==> src/rtl/predecessor_path_cost_assert.svh <==
// assertion macros shared by the predecessor path cost rtl
// no dependencies; included by files that carry concurrent assertions
`ifndef PREDECESSOR_PATH_COST_ASSERT_SVH
`define PREDECESSOR_PATH_COST_ASSERT_SVH

// same-cycle implication, disabled while reset is low
`define PPC_ASSERT_IMP(lbl, clk, rstn, ante, cons, msg) \
    lbl: assert property (@(posedge clk) disable iff (!(rstn)) (ante) |-> (cons)) \
        else $error(msg);

// next-cycle implication, disabled while reset is low
`define PPC_ASSERT_NXT(lbl, clk, rstn, ante, cons, msg) \
    lbl: assert property (@(posedge clk) disable iff (!(rstn)) (ante) |=> (cons)) \
        else $error(msg);

`endif

==> src/rtl/ppc_pkg.sv <==
// shared types, codes and helpers of the predecessor path cost block
// no dependencies; compiled first
package ppc_pkg;

    // field widths
    localparam int POS_W      = 10;
    localparam int ID_W       = 11;
    localparam int WEIGHT_W   = 32;
    localparam int COST_W     = 48;
    localparam int STATUS_W   = 2;
    localparam int COUNT_W    = 11;
    localparam int CFG_IDX_W  = 1;
    localparam int CFG_DATA_W = 11;

    // default table size
    localparam int MAX_VERTICES_DEF = 1024;

    // item function codes
    localparam logic FUNC_LOAD  = 1'b0;
    localparam logic FUNC_QUERY = 1'b1;

    // result status codes
    localparam logic [STATUS_W-1:0] ST_OK    = 2'd0;
    localparam logic [STATUS_W-1:0] ST_CYCLE = 2'd1;
    localparam logic [STATUS_W-1:0] ST_RANGE = 2'd2;

    // configuration register indexes
    localparam logic [CFG_IDX_W-1:0] REG_STOP_ID      = CFG_IDX_W'(0);
    localparam logic [CFG_IDX_W-1:0] REG_VERTEX_COUNT = CFG_IDX_W'(1);

    // saturation limits
    localparam logic [COST_W-1:0] COST_MAX = {1'b0, {(COST_W-1){1'b1}}};
    localparam logic [COST_W-1:0] COST_MIN = {1'b1, {(COST_W-1){1'b0}}};

    // one input beat
    typedef struct packed {
        logic                func;
        logic [POS_W-1:0]    position;
        logic [POS_W-1:0]    vertex_id;
        logic [ID_W-1:0]     pred_id;
        logic [WEIGHT_W-1:0] weight;
    } t_item;

    // one result beat
    typedef struct packed {
        logic [COST_W-1:0]   cost;
        logic [STATUS_W-1:0] status;
    } t_result;

    // active configuration seen by the walker
    typedef struct packed {
        logic [ID_W-1:0]    stop_id;
        logic [COUNT_W-1:0] count;
    } t_cfg;

    // table write from a load beat
    typedef struct packed {
        logic                en;
        logic [POS_W-1:0]    pos;
        logic [POS_W-1:0]    vid;
        logic [ID_W-1:0]     pred;
        logic [WEIGHT_W-1:0] weight;
    } t_wr_req;

    // table read requests
    typedef struct packed {
        logic             ent_en;
        logic [POS_W-1:0] ent_addr;
        logic             pov_en;
        logic [POS_W-1:0] pov_addr;
    } t_rd_req;

    // registered read data
    typedef struct packed {
        logic [ID_W-1:0]     pred;
        logic [WEIGHT_W-1:0] weight;
        logic [POS_W-1:0]    pov_pos;
    } t_rd_data;

    // signed add of a weight to a running cost, clamped to the cost range
    function automatic logic [COST_W-1:0] sat_add(input logic [COST_W-1:0] a,
                                                   input logic [WEIGHT_W-1:0] w);
        logic [COST_W:0] s;
        s = {a[COST_W-1], a} + {{(COST_W-WEIGHT_W+1){w[WEIGHT_W-1]}}, w};
        if (s[COST_W] != s[COST_W-1]) begin
            return s[COST_W] ? COST_MIN : COST_MAX;
        end
        return s[COST_W-1:0];
    endfunction

endpackage

==> src/rtl/ppc_walker.sv <==
// sequencer: applies loads and chases predecessors through the table for queries
// depends on ppc_pkg; drives ppc_store
module ppc_walker (
    input  logic               i_clk,
    input  logic               i_rst_n,
    input  logic               i_in_valid,
    output logic               o_in_ready,
    input  ppc_pkg::t_item     i_item,
    input  ppc_pkg::t_cfg      i_cfg,
    output ppc_pkg::t_wr_req   o_wr,
    output ppc_pkg::t_rd_req   o_rd,
    input  ppc_pkg::t_rd_data  i_rd,
    output logic               o_res_valid,
    input  logic               i_res_ready,
    output ppc_pkg::t_result   o_res
);
    import ppc_pkg::*;

    localparam logic [1:0] S_IDLE   = 2'd0;
    localparam logic [1:0] S_ENT    = 2'd1;
    localparam logic [1:0] S_POV    = 2'd2;
    localparam logic [1:0] S_RESULT = 2'd3;

    logic [1:0]          r_state, n_state;
    logic [COST_W-1:0]   r_sum, n_sum;
    logic [COUNT_W-1:0]  r_entries, n_entries;
    logic [STATUS_W-1:0] r_status, n_status;

    logic              accept;
    logic              pos_ok, vid_ok;
    logic              pred_stop, pred_bad, p_bad, walk_long;
    logic [COST_W-1:0] ent_sum;

    assign o_in_ready = (r_state == S_IDLE);
    assign accept     = i_in_valid && o_in_ready;

    // range checks against the active count
    assign pos_ok    = {1'b0, i_item.position} < i_cfg.count;
    assign vid_ok    = {1'b0, i_item.vertex_id} < i_cfg.count;
    assign pred_stop = (i_rd.pred == i_cfg.stop_id);
    assign pred_bad  = i_rd.pred[ID_W-1] || ({1'b0, i_rd.pred[POS_W-1:0]} >= i_cfg.count);
    assign p_bad     = {1'b0, i_rd.pov_pos} >= i_cfg.count;
    assign walk_long = (r_entries >= i_cfg.count);
    assign ent_sum   = sat_add(r_sum, i_rd.weight);

    // load beats write straight into the table
    assign o_wr.en     = accept && (i_item.func == FUNC_LOAD) && pos_ok && vid_ok;
    assign o_wr.pos    = i_item.position;
    assign o_wr.vid    = i_item.vertex_id;
    assign o_wr.pred   = i_item.pred_id;
    assign o_wr.weight = i_item.weight;

    // walk sequencer
    always_comb begin
        n_state   = r_state;
        n_sum     = r_sum;
        n_entries = r_entries;
        n_status  = r_status;
        o_rd      = '0;
        unique case (r_state)
            S_IDLE: begin
                if (accept && (i_item.func == FUNC_QUERY)) begin
                    if (!pos_ok) begin
                        n_status = ST_RANGE;
                        n_state  = S_RESULT;
                    end else begin
                        o_rd.ent_en   = 1'b1;
                        o_rd.ent_addr = i_item.position;
                        n_sum         = '0;
                        n_entries     = COUNT_W'(1);
                        n_status      = ST_OK;
                        n_state       = S_ENT;
                    end
                end
            end
            S_ENT: begin
                n_sum = ent_sum;
                if (pred_stop) begin
                    n_state = S_RESULT;
                end else if (pred_bad) begin
                    n_status = ST_RANGE;
                    n_state  = S_RESULT;
                end else begin
                    o_rd.pov_en   = 1'b1;
                    o_rd.pov_addr = i_rd.pred[POS_W-1:0];
                    n_state       = S_POV;
                end
            end
            S_POV: begin
                if (p_bad) begin
                    n_status = ST_RANGE;
                    n_state  = S_RESULT;
                end else if (walk_long) begin
                    n_status = ST_CYCLE;
                    n_state  = S_RESULT;
                end else begin
                    n_entries     = r_entries + COUNT_W'(1);
                    o_rd.ent_en   = 1'b1;
                    o_rd.ent_addr = i_rd.pov_pos;
                    n_state       = S_ENT;
                end
            end
            S_RESULT: begin
                if (i_res_ready) begin
                    n_state = S_IDLE;
                end
            end
            default: begin
                n_state = S_IDLE;
            end
        endcase
    end

    // control state
    always_ff @(posedge i_clk) begin
        if (!i_rst_n) begin
            r_state <= S_IDLE;
        end else begin
            r_state <= n_state;
        end
    end

    // walk data
    always_ff @(posedge i_clk) begin
        r_sum     <= n_sum;
        r_entries <= n_entries;
        r_status  <= n_status;
    end

    assign o_res_valid = (r_state == S_RESULT);
    assign o_res.cost   = (r_status == ST_OK) ? r_sum : '0;
    assign o_res.status = r_status;
endmodule

==> config.mk <==
export PLATFORM = sky130hd
export DESIGN_NAME = ppc_walker
export DESIGN_NICKNAME = d
export VERILOG_FILES = /design/src/rtl/predecessor_path_cost_assert.svh /design/src/rtl/ppc_pkg.sv /design/src/rtl/ppc_walker.sv
export SDC_FILE = /design/constraint.sdc
export NUM_CORES = 1
export LEC_CHECK = 0
export BUFFER_PORTS_ARGS = -buffer_cell sky130_fd_sc_hd__buf_4
export CAP_MARGIN = 5
export CORE_AREA = 2 2 120 122
export CTS_BUF_LIST = sky130_fd_sc_hd__clkbuf_8
export DETAILED_ROUTE_END_ITERATION = 7
export DIE_AREA = 0 0 122 124
export PLACE_DENSITY = 0.89
export SLEW_MARGIN = 15
export SYNTH_ARGS = -nofsm -noshare
export SYNTH_HDL_FRONTEND = slang
export SYNTH_SLANG_ARGS = --single-unit
==> constraint.sdc <==
create_clock -name i_clk -period 12.78 [get_ports i_clk]
set_input_delay 0.639 -clock i_clk [delete_from_list [all_inputs] [get_ports i_clk]]
set_output_delay 0.639 -clock i_clk [all_outputs]
set_load 0.005 [all_outputs]
==> flow_metrics.tcl <==
set metrics [dict create \
    status "completed" \
    synth_cell_types 72 \
    antenna_found_initial 0 \
    path_cells "inv_1 -> ha_1 -> nand2b_1 -> a21o_1 -> a21oi_1 -> o21ai_0 -> a211oi_1 -> o21bai_1 -> a221oi_1 -> and3_1 -> a22o_1 -> buf_4" \
    switching_share_pct 45.1 \
    cts_hold_buf 0 \
    cts_made_buffers 9 \
    synth_seq_cells 63 \
    drc 0 \
    cts_tree "built" \
    synth-simple-area-share_pct 16.9 \
    cap_violations 0 \
    fmax_mhz 253 \
    final_area_um2 8990 \
    p_switching_mw 0.679 \
    crit_arrival_ps 3320 \
    slew_headroom_pct 21.6 \
    cp-start-kind "flip-flop" \
    routed_wl_um 20500 \
    comb_power_share_pct 64.2 \
    std_cell_rows 43 \
    regArea_um2 1870 \
    placed_area_um2 8830 \
    syn_area_per_cell_um2 8.79 \
    hp-class "primary input to flip-flop" \
    clock_tree.root_cell "clkbuf_8" \
    p_leak_nw 4.10 \
    cts_setup_buffers 0 \
    grt_first_pass_wirelength_um 32500 \
    grtUsageTotal_pct 27.1 \
    setup_viol 0 \
    intPower_mw 0.825 \
    synthFlopType "edfxtp_1" \
    synth.area.mux_share_pct 0 \
    drtAntennaViolNets 0 \
    ioPinCount 281 \
    core_area_um2 13700 \
    overflow 0 \
    drt-pass1-iter-count 5 \
    syn_area_um2 7740 \
    syn_inst 881 \
    yosysWarnings 0 \
    critical_path_class "flip-flop to primary output" \
    crit_path_top_delay_cell "edfxtp_1" \
    synthXorXnorAreaFrac_pct 6.90 \
    synth_compound_area_share_pct 25.3 \
    grt_start_max_net_pins 49 \
    vias_per_cell 6.00 \
    grt_pass1_vias 6598 \
    dieArea_um2 15100 \
    synthAdderAreaFrac_pct 16.7 \
    num_vias 7093 \
    synthToLayoutAreaGrowth_pct 16.1 \
    power.total_mw 1.50 \
    layout_commonest_cell "buf_4" \
    synthesis.nets 1127 \
    fin_worst_skew_ps 9.64 \
    ir_drop_mv 0.0695 \
    drive_gt1_share_pct 26.2 \
    n_fill_cell 1146 \
    drt-initial-drc-count 662 \
    clkLatencyLatePin_ps 350 \
    cts_buffer_depth 2 \
    seq_area_frac_synth_pct 24.2 \
    dieHeight_um 124 \
    dp_hpwl_um 16600 \
    n_antenna_cell 0 \
    p_clk_share_pct 10.2 \
    cts_sinks 63 \
    place.gp.congestion 0.953 \
    seqPwrFrac_pct 25.6 \
    multiInputGateArea_um2 5120 \
    htree_num_levels 3 \
    final_cell_mix "200 x buf_4, 102 x ha_1, 66 x a21oi_1, 66 x and2_1, 61 x edfxtp_1" \
    crit_path_end_kind "primary output" \
    port_buffers 194 \
    start_util_pct 56.5 \
    p_per_area_nw_per_um2 167 \
    period_needed_ps 3960 \
    clk_pin_slew_ps 70 \
    rsz0062_at_grt "false" \
    die_w_um 122 \
    fin_nets 1243 \
    fin_crit_sh_pct 31.0 \
    pre_cts_ws_ps 8570 \
    slowest_delay_ps 460 \
    tightest_slew_ps 1170 \
    finalMaxSlewViolations 0 \
    worst_slack_ps 8820 \
    tns_ps 0 \
    cts_resized 0 \
    synth_top_family_by_area "compound AO/OA/AOI/OAI gates" \
    crit_path_max_fanout 9 \
    wl_per_cell_um 17.3 \
    synth_edf_count 61 \
    async_flop_share_pct 0 \
    hold_violations 0 \
    required_ps 12140 \
]
[worst max-delay path, delay by kind of cell (launching register included)]
family | cells | cell delay (ps)
AOI/OAI and AO/OA | 7 | 1480
adders and majority gates | 1 | 220
buffers and inverters | 2 | 220
DFF | 1 | 460
and+or+nand+nor | 2 | 610
[power by group through the flow]
stage | Sequential, mW | Combinational, mW | Clock [mW]
after floorplan | 0.371 | 0.695 | 0
after global placement | 0.386 | 0.933 | 0
after detailed placement | 0.388 | 0.954 | 0
after CTS | 0.385 | 0.960 | 0.156
after global routing | 0.393 | 1.07 | 0.165
final | 0.385 | 0.966 | 0.153
[flip-flops by register name, indices dropped and copies added, names as in the netlist]
| register | cells |
|---|---|
| r_entries | 11 |
| r_state | 2 |
| r_status | 2 |
| r_sum | 48 |
[layer usage]
metal / global-route usage [%] / vias to the layer above / routed length [µm]
met5: 0 / - / 0
li1: - / 3420 / -
met1: 33.4 / 3294 / 8490
met2: 47.8 / 343 / 9940
met4: 7.54 / 0 / 388
met3: 6.14 / 36 / 1690
[through the flow]
step,std cells,hold WS (ps),utilization (%)
after detailed placement,1166,603,64.4
final,1182,535,65.6
after global placement,1166,562,64.4
after CTS,1182,526,65.6
after floorplan,881,535,-
after global routing,1182,526,65.6
[area by class of cell]
class                      count  share of cell area, %
tap                          180                   2.50
clock inverter                 7                  0.459
timing repair buffer         200                   16.7
sequential                    63                   20.8
inverter                      29                   1.21
multi-input combinational    694                   56.9
clock buffer                   9                   1.38
[Yosys cell counts (4+ instances only)]
cell type / instances / area share, %
o31ai_1: 6 / 0.58
inv_1: 29 / 1.4
nand3_1: 17 / 1.1
a21boi_0: 4 / 0.39
edfxtp_1: 61 / 24
nor3_1: 9 / 0.58
o21bai_1: 4 / 0.39
or3_1: 5 / 0.40
o21a_1: 9 / 0.87
o211ai_1: 10 / 0.97
nand2_1: 50 / 2.4
o31a_1: 4 / 0.45
a31oi_1: 6 / 0.48
a211oi_1: 6 / 0.58
xnor2_1: 34 / 3.8
and3_1: 9 / 0.73
a21oi_1: 66 / 4.3
and2_1: 66 / 5.3
xor2_1: 27 / 3.1
ha_1: 102 / 16
clkbuf_1: 21 / 1.0
nor2b_1: 14 / 1.1
nand4_1: 10 / 0.81
a21oi_2: 4 / 0.45
o21ai_0: 59 / 3.8
a22o_1: 9 / 1.0
buf_4: 66 / 6.4
nor4_1: 5 / 0.40
a21o_1: 37 / 3.6
nor2_1: 33 / 1.6
nand2b_1: 10 / 0.81
o21ai_2: 30 / 3.4
[worst paths after layout]
kind                            depth (start not counted)  slack (ps)                  startpoint                 endpoint
worst min-delay path                                    2         530                     i_rst_n  r_state[1]$_SDFFE_PN0P_
worst max-delay path                                   12        8820  r_entries[0]$_SDFFCE_PN1P_                 o_rd[20]
worst min register to register                          2         600     r_state[0]$_SDFFE_PN0P_  r_state[0]$_SDFFE_PN0P_
worst max register to register                         13        8980      r_sum[0]$_SDFFCE_PN0P_  r_sum[17]$_SDFFCE_PN0P_
[cells by family after synthesis]
family          after synthesis
xor+xnor                     61
fa+ha+maj                   103
simple gates                243
buf+inv                     124
flops                        63
compound gates              287
(Power assumes the default switching activity.)
